**src/hdl/sbde_pkg.sv**
```systemverilog
`timescale 1ns / 1ps

package sbde_pkg;

   localparam int MaxWidth  = 256;
   localparam int NumRows   = 6;
   localparam int CellW     = 3;
   localparam int ColW      = $clog2(MaxWidth);
   localparam int WidthW    = $clog2(MaxWidth + 1);
   // longest prefix is "#1!" plus three digits plus "~$#0"
   localparam int MaxPrefix = 10;
   localparam int PosW      = $clog2(MaxWidth + MaxPrefix + 1);
   localparam int PlaneW    = 4;
   localparam int RowW      = 3;
   localparam int LineW     = NumRows * CellW;
   localparam int CfgW      = 9;

   localparam logic [7:0] ChrBase   = 8'h3F;  // '?'
   localparam logic [7:0] ChrHash   = 8'h23;  // '#'
   localparam logic [7:0] ChrZero   = 8'h30;  // '0'
   localparam logic [7:0] ChrOne    = 8'h31;  // '1'
   localparam logic [7:0] ChrBang   = 8'h21;  // '!'
   localparam logic [7:0] ChrTilde  = 8'h7E;  // '~'
   localparam logic [7:0] ChrDollar = 8'h24;  // '$'
   localparam logic [7:0] ChrDash   = 8'h2D;  // '-'

   typedef enum logic [1:0] {
      ACT_PIXEL     = 2'd0,
      ACT_PULL      = 2'd1,
      ACT_NEW_IMAGE = 2'd2,
      ACT_NONE      = 2'd3
   } action_type;

   typedef enum logic {
      REG_IMAGE_WIDTH = 1'b0,
      REG_MONO_MODE   = 1'b1
   } reg_index_type;

   typedef struct packed {
      logic               en;
      logic [ColW-1:0]    addr;
      logic [RowW-1:0]    row;
      logic [CellW-1:0]   code;
   } mem_wr_type;

   typedef struct packed {
      logic               is_column;
      logic [7:0]         out_byte;
      logic               band_end;
      logic               nothing_ready;
      logic [2:0]         plane;
      logic               mono;
   } issue_type;

   localparam logic [5:0] Bayer [64] = '{
      6'd0,  6'd32, 6'd8,  6'd40, 6'd2,  6'd34, 6'd10, 6'd42,
      6'd48, 6'd16, 6'd56, 6'd24, 6'd50, 6'd18, 6'd58, 6'd26,
      6'd12, 6'd44, 6'd4,  6'd36, 6'd14, 6'd46, 6'd6,  6'd38,
      6'd60, 6'd28, 6'd52, 6'd20, 6'd62, 6'd30, 6'd54, 6'd22,
      6'd3,  6'd35, 6'd11, 6'd43, 6'd1,  6'd33, 6'd9,  6'd41,
      6'd51, 6'd19, 6'd59, 6'd27, 6'd49, 6'd17, 6'd57, 6'd25,
      6'd15, 6'd47, 6'd7,  6'd39, 6'd13, 6'd45, 6'd5,  6'd37,
      6'd63, 6'd31, 6'd55, 6'd23, 6'd61, 6'd29, 6'd53, 6'd21
   };

   function automatic logic [5:0] bayer_threshold(input logic [2:0] row,
                                                  input logic [2:0] col);
      return Bayer[{row, col}];
   endfunction

endpackage

```
**src/hdl/sbde_band_mem.sv**
```systemverilog
`timescale 1ns / 1ps

module sbde_band_mem (
   input  logic                       clock,
   input  sbde_pkg::mem_wr_type       wr,
   input  logic                       rd_en,
   input  logic [sbde_pkg::ColW-1:0]  rd_addr,
   output logic [sbde_pkg::LineW-1:0] rd_data
);
   import sbde_pkg::*;

   // one word per column, six cells side by side
   logic [LineW-1:0] mem_ff [MaxWidth];
   logic [LineW-1:0] rd_data_ff;

   always_ff @(posedge clock) begin
      if (wr.en) begin
         mem_ff[wr.addr][wr.row*CellW +: CellW] <= wr.code;
      end
   end

   always_ff @(posedge clock) begin
      if (rd_en) begin
         rd_data_ff <= mem_ff[rd_addr];
      end
   end

   assign rd_data = rd_data_ff;

endmodule

```
**src/hdl/sbde_ctrl.sv**
```systemverilog
`timescale 1ns / 1ps

module sbde_ctrl (
   input  logic                      clock,
   input  logic                      reset,
   input  logic                      accept,
   input  sbde_pkg::action_type      action,
   input  logic [7:0]                red,
   input  logic [7:0]                green,
   input  logic [7:0]                blue,
   input  logic                      csr_write_en,
   input  sbde_pkg::reg_index_type   csr_index,
   input  logic [sbde_pkg::CfgW-1:0] csr_data,
   output sbde_pkg::mem_wr_type      mem_wr,
   output logic                      mem_rd_en,
   output logic [sbde_pkg::ColW-1:0] mem_rd_addr,
   output logic                      issue_valid,
   output sbde_pkg::issue_type       issue
);
   import sbde_pkg::*;

   logic [CfgW-1:0]   image_width_ff, image_width_in;
   logic              mono_mode_ff, mono_mode_in;
   logic [ColW-1:0]   fill_column_ff, fill_column_in;
   logic [RowW-1:0]   row_in_band_ff, row_in_band_in;
   logic [2:0]        phase_ff, phase_in;
   logic              band_waiting_ff, band_waiting_in;
   logic [PlaneW-1:0] emit_plane_ff, emit_plane_in;
   logic [PosW-1:0]   emit_pos_ff, emit_pos_in;

   logic [WidthW-1:0] eff_w;
   logic [1:0]        hund;
   logic [6:0]        rem;
   logic [14:0]       tens_prod;
   logic [3:0]        tens, ones;
   logic [1:0]        ndig;
   logic [PosW-1:0]   plen;
   logic [PosW-1:0]   dig_k, tail_k, col_off;
   logic [1:0]        dig_r;
   logic [3:0]        dig_val;
   logic [7:0]        pre_byte;

   logic              wrap, row_end;
   logic [ColW-1:0]   col_a;
   logic [ColW:0]     col_n;
   logic [RowW-1:0]   row_a;
   logic [2:0]        phase_a;
   logic [5:0]        thr;
   logic [7:0]        rb_sum_h, gl_sum_h;
   logic [8:0]        rb_sum, gl_sum;
   logic [5:0]        luma;
   logic [CellW-1:0]  pix_code;

   // clamp width into 1..MaxWidth
   always_comb begin
      if (image_width_ff == '0) begin
         eff_w = WidthW'(1);
      end else if (image_width_ff > CfgW'(MaxWidth)) begin
         eff_w = WidthW'(MaxWidth);
      end else begin
         eff_w = WidthW'(image_width_ff);
      end
   end

   // decimal digits of the width for the mono prefix
   always_comb begin
      if (eff_w >= WidthW'(200)) begin
         hund = 2'd2;
      end else if (eff_w >= WidthW'(100)) begin
         hund = 2'd1;
      end else begin
         hund = 2'd0;
      end
      rem       = 7'(eff_w - WidthW'(hund) * WidthW'(100));
      tens_prod = 15'(rem) * 15'd205;
      tens      = 4'(tens_prod >> 11);
      ones      = 4'(rem - 7'(tens) * 7'd10);
      if (eff_w >= WidthW'(100)) begin
         ndig = 2'd3;
      end else if (eff_w >= WidthW'(10)) begin
         ndig = 2'd2;
      end else begin
         ndig = 2'd1;
      end
      plen = mono_mode_ff ? PosW'(7) + PosW'(ndig) : PosW'(2);
   end

   // prefix byte at the current position
   always_comb begin
      dig_k   = emit_pos_ff - PosW'(3);
      tail_k  = emit_pos_ff - PosW'(3) - PosW'(ndig);
      dig_r   = ndig - 2'd1 - dig_k[1:0];
      case (dig_r)
         2'd0:    dig_val = ones;
         2'd1:    dig_val = tens;
         2'd2:    dig_val = {2'b00, hund};
         default: dig_val = 4'd0;
      endcase
      if (!mono_mode_ff) begin
         pre_byte = (emit_pos_ff == '0) ? ChrHash : ChrZero + {5'd0, emit_plane_ff[2:0]};
      end else if (emit_pos_ff == PosW'(0)) begin
         pre_byte = ChrHash;
      end else if (emit_pos_ff == PosW'(1)) begin
         pre_byte = ChrOne;
      end else if (emit_pos_ff == PosW'(2)) begin
         pre_byte = ChrBang;
      end else if (dig_k < PosW'(ndig)) begin
         pre_byte = ChrZero + {4'd0, dig_val};
      end else begin
         case (tail_k[1:0])
            2'd0:    pre_byte = ChrTilde;
            2'd1:    pre_byte = ChrDollar;
            2'd2:    pre_byte = ChrHash;
            default: pre_byte = ChrZero;
         endcase
      end
   end

   // pixel path: dither and place the cell
   always_comb begin
      wrap    = {1'b0, fill_column_ff} >= (ColW+1)'(eff_w);
      col_a   = wrap ? '0 : fill_column_ff;
      row_a   = wrap ? ((row_in_band_ff == RowW'(NumRows-1)) ? '0 : row_in_band_ff + 1'b1)
                     : row_in_band_ff;
      phase_a = wrap ? phase_ff + 3'd1 : phase_ff;
      thr     = bayer_threshold(phase_a, col_a[2:0]);
      rb_sum   = {1'b0, red} + {1'b0, blue};
      rb_sum_h = rb_sum[8:1];
      gl_sum   = {1'b0, rb_sum_h} + {1'b0, green};
      gl_sum_h = gl_sum[8:1];
      luma     = gl_sum_h[7:2];
      if (mono_mode_ff) begin
         pix_code = (luma >= thr) ? 3'd0 : 3'd1;
      end else begin
         pix_code = {blue[7:2] >= thr, green[7:2] >= thr, red[7:2] >= thr};
      end
      col_n   = {1'b0, col_a} + 1'b1;
      row_end = col_n >= (ColW+1)'(eff_w);
   end

   always_comb begin
      image_width_in  = image_width_ff;
      mono_mode_in    = mono_mode_ff;
      fill_column_in  = fill_column_ff;
      row_in_band_in  = row_in_band_ff;
      phase_in        = phase_ff;
      band_waiting_in = band_waiting_ff;
      emit_plane_in   = emit_plane_ff;
      emit_pos_in     = emit_pos_ff;
      mem_wr          = '0;
      mem_rd_en       = 1'b0;
      col_off         = emit_pos_ff - plen;
      mem_rd_addr     = col_off[ColW-1:0];
      issue_valid     = 1'b0;
      issue           = '0;
      issue.plane     = emit_plane_ff[2:0];
      issue.mono      = mono_mode_ff;

      if (csr_write_en) begin
         case (csr_index)
            REG_IMAGE_WIDTH: image_width_in = csr_data;
            REG_MONO_MODE:   mono_mode_in   = csr_data[0];
            default:         ;
         endcase
      end

      if (accept) begin
         case (action)
            ACT_PIXEL: begin
               if (!band_waiting_ff) begin
                  mem_wr.en   = 1'b1;
                  mem_wr.addr = col_a;
                  mem_wr.row  = row_a;
                  mem_wr.code = pix_code;
                  if (row_end) begin
                     fill_column_in = '0;
                     phase_in       = phase_a + 3'd1;
                     if (row_a == RowW'(NumRows-1)) begin
                        row_in_band_in  = '0;
                        band_waiting_in = 1'b1;
                        emit_plane_in   = '0;
                        emit_pos_in     = '0;
                     end else begin
                        row_in_band_in = row_a + 1'b1;
                     end
                  end else begin
                     fill_column_in = col_n[ColW-1:0];
                     row_in_band_in = row_a;
                     phase_in       = phase_a;
                  end
               end
            end
            ACT_PULL: begin
               issue_valid = 1'b1;
               if (!band_waiting_ff) begin
                  issue.nothing_ready = 1'b1;
               end else if (emit_plane_ff >= (mono_mode_ff ? PlaneW'(1) : PlaneW'(8))) begin
                  issue.out_byte  = ChrDash;
                  issue.band_end  = 1'b1;
                  band_waiting_in = 1'b0;
                  emit_plane_in   = '0;
                  emit_pos_in     = '0;
               end else if (emit_pos_ff < plen) begin
                  issue.out_byte = pre_byte;
                  emit_pos_in    = emit_pos_ff + 1'b1;
               end else if (emit_pos_ff < plen + PosW'(eff_w)) begin
                  // column byte is formed when the word comes back
                  issue.is_column = 1'b1;
                  mem_rd_en       = 1'b1;
                  emit_pos_in     = emit_pos_ff + 1'b1;
               end else begin
                  issue.out_byte = ChrDollar;
                  emit_plane_in  = emit_plane_ff + 1'b1;
                  emit_pos_in    = '0;
               end
            end
            ACT_NEW_IMAGE: begin
               fill_column_in  = '0;
               row_in_band_in  = '0;
               phase_in        = '0;
               band_waiting_in = 1'b0;
               emit_plane_in   = '0;
               emit_pos_in     = '0;
            end
            default: ;
         endcase
      end
   end

   always_ff @(posedge clock) begin
      if (reset) begin
         image_width_ff  <= CfgW'(MaxWidth);
         mono_mode_ff    <= 1'b0;
         fill_column_ff  <= '0;
         row_in_band_ff  <= '0;
         phase_ff        <= '0;
         band_waiting_ff <= 1'b0;
         emit_plane_ff   <= '0;
         emit_pos_ff     <= '0;
      end else begin
         image_width_ff  <= image_width_in;
         mono_mode_ff    <= mono_mode_in;
         fill_column_ff  <= fill_column_in;
         row_in_band_ff  <= row_in_band_in;
         phase_ff        <= phase_in;
         band_waiting_ff <= band_waiting_in;
         emit_plane_ff   <= emit_plane_in;
         emit_pos_ff     <= emit_pos_in;
      end
   end

endmodule

```
**src/hdl/sbde_emit.sv**
```systemverilog
`timescale 1ns / 1ps

module sbde_emit (
   input  logic                       clock,
   input  logic                       reset,
   input  logic                       issue_valid,
   input  sbde_pkg::issue_type        issue,
   input  logic [sbde_pkg::LineW-1:0] rd_data,
   output logic                       ready,
   output logic                       rsp_valid,
   input  logic                       rsp_stall,
   output logic [7:0]                 rsp_out_byte,
   output logic                       rsp_band_end,
   output logic                       rsp_nothing_ready
);
   import sbde_pkg::*;

   logic      p1_valid_ff, p1_valid_in;
   issue_type p1_ff;
   logic      rsp_valid_ff, rsp_valid_in;
   logic [7:0] out_byte_ff;
   logic      band_end_ff, nothing_ready_ff;
   logic      out_free, p1_adv;
   logic [5:0] bits;
   logic [7:0] byte_mux;

   assign out_free = !rsp_valid_ff || !rsp_stall;
   assign p1_adv   = p1_valid_ff && out_free;
   assign ready    = !p1_valid_ff || p1_adv;

   // one bit per row: colour match, or the dark bit in mono
   always_comb begin
      for (int j = 0; j < NumRows; j++) begin
         bits[j] = p1_ff.mono ? rd_data[j*CellW] : (rd_data[j*CellW +: CellW] == p1_ff.plane);
      end
      byte_mux = p1_ff.is_column ? ChrBase + {2'b00, bits} : p1_ff.out_byte;
   end

   always_comb begin
      p1_valid_in  = ready ? issue_valid : p1_valid_ff;
      rsp_valid_in = p1_adv || (rsp_valid_ff && rsp_stall);
   end

   always_ff @(posedge clock) begin
      if (reset) begin
         p1_valid_ff  <= 1'b0;
         rsp_valid_ff <= 1'b0;
      end else begin
         p1_valid_ff  <= p1_valid_in;
         rsp_valid_ff <= rsp_valid_in;
      end
   end

   always_ff @(posedge clock) begin
      if (ready && issue_valid) begin
         p1_ff <= issue;
      end
      if (p1_adv) begin
         out_byte_ff      <= byte_mux;
         band_end_ff      <= p1_ff.band_end;
         nothing_ready_ff <= p1_ff.nothing_ready;
      end
   end

   assign rsp_valid         = rsp_valid_ff;
   assign rsp_out_byte      = out_byte_ff;
   assign rsp_band_end      = band_end_ff;
   assign rsp_nothing_ready = nothing_ready_ff;

endmodule

```
**src/hdl/sixel_band_dither_encoder_unit.sv**
```systemverilog
`timescale 1ns / 1ps
// channel  ports                                        word
// req      req_valid, req_stall, req_action, req_red,   one pixel, pull or restart
//          req_green, req_blue
// rsp      rsp_valid, rsp_stall, rsp_out_byte,          one sixel text byte per pull
//          rsp_band_end, rsp_nothing_ready
// csr      csr_write_en, csr_index, csr_data            width / mono register write
//
// One word is taken per cycle while req_stall is low; a pull's byte passes through
// the band memory read and issue register at the accept edge, then the output register.
// Pixels write one cell of the band memory in the accept cycle; pulls
// read one six-cell column word from the same memory.
// Reset is synchronous and clears control state only; band memory is not cleared.
// rsp_stall backs up through the read stage to req_stall with no bubble.

module sixel_band_dither_encoder_unit (
   input  logic                      clock,
   input  logic                      reset,
   input  logic                      req_valid,
   output logic                      req_stall,
   input  sbde_pkg::action_type      req_action,
   input  logic [7:0]                req_red,
   input  logic [7:0]                req_green,
   input  logic [7:0]                req_blue,
   output logic                      rsp_valid,
   input  logic                      rsp_stall,
   output logic [7:0]                rsp_out_byte,
   output logic                      rsp_band_end,
   output logic                      rsp_nothing_ready,
   input  logic                      csr_write_en,
   input  sbde_pkg::reg_index_type   csr_index,
   input  logic [sbde_pkg::CfgW-1:0] csr_data
);
   import sbde_pkg::*;

   logic             accept;
   logic             ready;
   mem_wr_type       mem_wr;
   logic             mem_rd_en;
   logic [ColW-1:0]  mem_rd_addr;
   logic [LineW-1:0] mem_rd_data;
   logic             issue_valid;
   issue_type        issue;

   assign req_stall = !ready;
   assign accept    = req_valid && ready;

   sbde_ctrl u_ctrl (
      .clock        (clock),
      .reset        (reset),
      .accept       (accept),
      .action       (req_action),
      .red          (req_red),
      .green        (req_green),
      .blue         (req_blue),
      .csr_write_en (csr_write_en),
      .csr_index    (csr_index),
      .csr_data     (csr_data),
      .mem_wr       (mem_wr),
      .mem_rd_en    (mem_rd_en),
      .mem_rd_addr  (mem_rd_addr),
      .issue_valid  (issue_valid),
      .issue        (issue)
   );

   sbde_band_mem u_mem (
      .clock   (clock),
      .wr      (mem_wr),
      .rd_en   (mem_rd_en),
      .rd_addr (mem_rd_addr),
      .rd_data (mem_rd_data)
   );

   sbde_emit u_emit (
      .clock             (clock),
      .reset             (reset),
      .issue_valid       (issue_valid),
      .issue             (issue),
      .rd_data           (mem_rd_data),
      .ready             (ready),
      .rsp_valid         (rsp_valid),
      .rsp_stall         (rsp_stall),
      .rsp_out_byte      (rsp_out_byte),
      .rsp_band_end      (rsp_band_end),
      .rsp_nothing_ready (rsp_nothing_ready)
   );

   a_end_is_dash: assert property (@(posedge clock) disable iff (reset)
      rsp_valid && rsp_band_end |-> rsp_out_byte == ChrDash && !rsp_nothing_ready)
      else $error("band end word is not a dash");

   a_empty_is_zero: assert property (@(posedge clock) disable iff (reset)
      rsp_valid && rsp_nothing_ready |-> rsp_out_byte == 8'd0)
      else $error("empty pull carries a nonzero byte");

   a_printable: assert property (@(posedge clock) disable iff (reset)
      rsp_valid && !rsp_nothing_ready |-> rsp_out_byte >= ChrBang && rsp_out_byte <= ChrTilde)
      else $error("band byte outside printable range");

   a_no_word_from_nothing: assert property (@(posedge clock) disable iff (reset)
      !req_valid && !rsp_valid && !req_stall |=> !rsp_valid || $past(rsp_valid, 2)
      || $past(req_valid, 2))
      else $error("result word without a pull");

endmodule
```
**config.mk**
```make
export PLATFORM = sky130hd
export DESIGN_NAME = sixel_band_dither_encoder_unit
export DESIGN_NICKNAME = d
export VERILOG_FILES = /design/src/hdl/sbde_pkg.sv /design/src/hdl/sbde_band_mem.sv /design/src/hdl/sbde_ctrl.sv /design/src/hdl/sbde_emit.sv /design/src/hdl/sixel_band_dither_encoder_unit.sv
export SDC_FILE = /design/constraint.sdc
export NUM_CORES = 2
export LEC_CHECK = 0
export BUFFER_PORTS_ARGS = -buffer_cell sky130_fd_sc_hd__buf_2
export CAP_MARGIN = 0
export CORE_MARGIN = 8
export CORE_UTILIZATION = 25
export CTS_CLUSTER_SIZE = 8
export DETAILED_ROUTE_END_ITERATION = 16
export MAX_ROUTING_LAYER = met4
export PLACE_DENSITY_LB_ADDON = 0.1
export SETUP_SLACK_MARGIN = 0.5
export SKIP_LAST_GASP = 1
export SYNTH_ARGS = -nofsm -noshare
export SYNTH_HDL_FRONTEND = slang
export SYNTH_MEMORY_MAX_BITS = 65536
export SYNTH_SLANG_ARGS = --single-unit
```
**constraint.sdc**
```tcl
create_clock -name clock -period 36.8 [get_ports clock]
set_input_delay 5.52 -clock clock [delete_from_list [all_inputs] [get_ports clock]]
set_output_delay 5.52 -clock clock [all_outputs]
set_load 0.02 [all_outputs]
```
==> results.txt <==
- Outcome: completed
* Per-instance average area after synthesis: 19.3 um^2
- Die Wd: 890 um
- Summing the areas of all and, or, nand and nor instances in the mapped netlist gives 5.47% of the synthesized area.
* Most frequent standard cell in the layout excluding fill and tap cells: edfxtp_1
- After detailed routing, the number of vias per cell comes to 4.73.
* Yosys warnings: 0
- Counting the buffers created by CTS gives 662.
* Largest stage delay on the critical path: 0.19 ns
- Synthesis-stage register bit count: 4689
* Final number of max-transition violations: 0
- Signed area change from the synthesized netlist to the final layout: 15.9%
* Initial standard-cell utilization of the core: 25.0%
- Overall routing resource usage: 16.2%
- Dominant combinational cell family by area after synthesis: multiplexers
- Counting both buffers and inverters, the worst setup path holds a total of 3.
- Cell count after synthesis: 9873
- Area of the core: 763000 um^2
* Estimated wirelength of the detail-placed design: 411 mm
- In this run the static leakage power is 75.2 nW.
- Remaining global-route overflow: 0
* FMAX: 86.1 MHz
- Clock skew: 0.0580 ns
* Category of the worst setup path capture point: output pin
- Slowest library cell on the worst path: nand3_1
* Fin. Hold Viols: 0
- Number of sinks driven by the clock tree: 4689
- Period minus WS final: 11.61 ns
- The startpoint identified for the worst register-to-register timing path is u_ctrl.image_width_ff[3].
* Die Outline Area: 792000 um^2
- Dividing total power by cell area gives a power density of 53.3 nW/um^2.
* Final Total Pwr: 0.0118 W
- Die height: 890 um
* Sequential cell area in the final layout: 140000 um^2
* Number of failing setup endpoints in the final timing report: 0
- In this design, the largest share of critical-path delay is due to buffers and inverters.
- Worst skew pair latency: 1.10 ns
- Count of nets after finishing: 10400
- 1st-pass router iterations: 6
* Cells resized by post-CTS repair: 0
* CTS tree: yes
- After the flow finishes, the layout carries non-filler instances totaling 20500.
* Hold Path Class: flip-flop to flip-flop
- Detailed-route wire length: 637 mm
- Count of pins on the block boundary: 53
- Actual transition at the worst max-transition pin: 1.45 ns
* Largest fanout of any net on the critical path: 4
* Layout cell share with drive strength beyond 1: 24.6%
- Number of buffer cells added on primary ports: 51
- The first global-routing pass estimated 876 mm of wire.
- After clock tree synthesis, the flow added hold-fix buffers numbering 0.
- Number of instances in the placed design: 19700
* Share of synthesized area spent on multiplexers: 16.7%
- Critical Path, Cell by Cell: buf_2 -> nand3_1 -> inv_1 -> buf_2
- Area of the mapped netlist: 191000 um^2
* Number of synthesized flops with an enable pin: 4649
* Post-synthesis adder-cell area fraction: 1.02%
* Compound-cell area share of the yosys netlist: 1.16%
* CP Launch Type: input pin
* Routed wire per std cell: 31.0 um
* Number of antenna violations at the first check in global routing: 47
- Hold path start: u_emit.p1_ff[4]
- In this run the core area contains 321 standard-cell rows.
- Max-capacitance violation count: 0
- DR vias: 97000
- In this run, distinct cell masters in the synthesized netlist total 80.
* Sequential-to-total area share from yosys stat: 73.5%
- The top cell types in the final layout, fill and taps aside, are 4649 x edfxtp_1, 1618 x nor2_1, 1404 x mux4_2.
* Worst endpoint required time: 31.28 ns
- Dominant register cell in the synthesized netlist: edfxtp_1
* Worst path arrival time: 6.09 ns
* Setup repair after global routing missed its margin: false
* Max rail drop VDD: 0.0524 mV
* Pin count of the biggest net entering global routing: 144
* Type of the worst setup path: input pin to output pin
- Vias in the first global route: 104000
- In the routed design, unresolved DRC markers number 0.
- CTS placed an instance of clkbuf_16 at the clock tree root.
- Final estimated routing congestion in global placement: 0.783
- Share of the clock period used by the worst path: 31.6%
* Total area of multi-input combinational cells: 47600 um^2
- Sum Neg Setup Slack: 0 ns
- The count of nets left with antenna violations once routing finished came out at 0.
- The most numerous cell type found on the critical path is buf_2.
* Share of async-settable or async-resettable flops after synthesis: 0%
- H-tree lvl count: 6
- The critical path starts at rsp_stall.
* Fraction of synthesized cell area in xor and xnor cells: 0.349%
- The first routing iteration left 9555 violations.
- Total of fill cells in the finished design: 74400
* Reg-to-reg setup timing slack: 26.16 ns
- The worst pin sits at a relative slew slack of 3.00%.
- Clock-pin slew of the registers on the worst-case setup and hold paths: 0.04 ns
- Clock buffer depth: 4
- In this run the post-CTS setup repair buffer count came out at 0.
==> Yosys cell counts (6+ instances only) <==
cell	number	area share, %
edfxtp_1	4649	73
nor2_1	1643	3.2
mux4_2	1404	17
nand2_1	517	1.0
clkbuf_1	276	0.54
buf_2	199	0.52
ha_1	135	0.88
nand3_1	96	0.25
o22ai_1	73	0.24
inv_1	70	0.14
a21oi_1	62	0.16
buf_6	55	0.32
buf_1	47	0.092
nor3_1	43	0.11
and3_1	40	0.13
dfxtp_1	40	0.42
xnor2_1	40	0.18
buf_4	37	0.15
o21ai_0	29	0.076
a31oi_1	27	0.088
nand4_1	26	0.085
xor2_1	26	0.12
nor4_1	24	0.079
nand2b_1	22	0.072
a21o_1	20	0.079
or2_2	20	0.066
a2111oi_0	19	0.087
and4_1	19	0.087
a311o_1	18	0.094
nor2b_1	18	0.059
fa_1	13	0.14
mux2i_1	12	0.063
mux2_2	11	0.065
and2_1	10	0.033
nand3b_1	10	0.039
or3_1	10	0.033
a22oi_1	9	0.035
o21bai_1	7	0.028
nor3_2	6	0.031
nor4_4	6	0.067
==> power by group <==
part / internal, W / total [W] / switching [W]
clock: 0.00326 / 0.00552 / 0.00226
combinational: 0.000167 / 0.000449 / 0.000282
sequential: 0.00581 / 0.00581 / 0.00000268
total: 0.00923 / 0.0118 / 0.00255
==> flip-flops by register name, indices dropped and copies added, names as in the netlist <==
signal,count
u_emit.rsp_valid,1
u_ctrl.row_in_band_ff,3
u_emit.rsp_nothing_ready,1
u_emit.rsp_out_byte,7
u_mem.mem_ff,4608
u_ctrl.emit_pos_ff,9
u_ctrl.image_width_ff,9
u_ctrl.band_waiting_ff,1
u_ctrl.mono_mode_ff,1
u_emit.p1_ff,14
u_ctrl.emit_plane_ff,4
u_emit.p1_valid_ff,1
u_ctrl.phase_ff,3
u_emit.rsp_band_end,1
u_ctrl.fill_column_ff,8
u_mem.rd_data,18
==> path summary, 6_finish.rpt <==
check | endpoint | depth (start not counted)
setup / recovery | req_stall | 4
hold / removal | u_emit.rsp_nothing_ready | 0
setup reg to reg | u_mem.rd_data[6] | 18
hold reg to reg | u_emit.rsp_nothing_ready | 0
==> final cells by class <==
| class | instances | share of cell area, % |
|---|---|---|
| Antenna cell | 24 | 0.0271 |
| Clock buffer | 730 | 7.75 |
| Clock inverter | 54 | 0.378 |
| Inverter | 72 | 0.122 |
| Multi-Input combinational cell | 4497 | 21.5 |
| Sequential cell | 4689 | 63.5 |
| Tap cell | 10200 | 5.75 |
| Timing Repair Buffer | 285 | 1.00 |
==> cell families (layout without fill, tap and decap cells) <==
logic type	Yosys count	count (layout)
flip-flops	4689	4689
AND/OR/NAND/NOR	2528	2528
multiplexers	1427	1427
buffers and inverters	688	1141
AO/OA/AOI/OAI	321	321
adder cells (fa/ha/maj)	148	148
XOR/XNOR	70	70
other	2	27
==> through the flow <==
stage / setup WS [ns] / hold slack, ns / util (%) / instance area [um^2]
floorplan: 16.45 / 0.400 / - / 191000
global placement: 24.00 / 0.408 / 26.6 / 203000
detailed placement: 24.25 / 0.413 / 26.6 / 203000
CTS: 25.20 / 0.430 / 29.0 / 221000
global route: 25.01 / 0.439 / 29.0 / 221000
finish: 25.19 / 0.427 / 29.0 / 221000
==> metal layers <==
layer  wire length (um)  global-route usage (%)  vias to the layer above
met5                  0                       -                        -
met4              16500                    3.88                        0
met3              32700                    2.56                      860
met2             309000                    26.5                     2992
met1             278000                    21.1                    53000
li1                   -                       -                    40200
No activity file was read; power rests on OpenSTA's default activity.
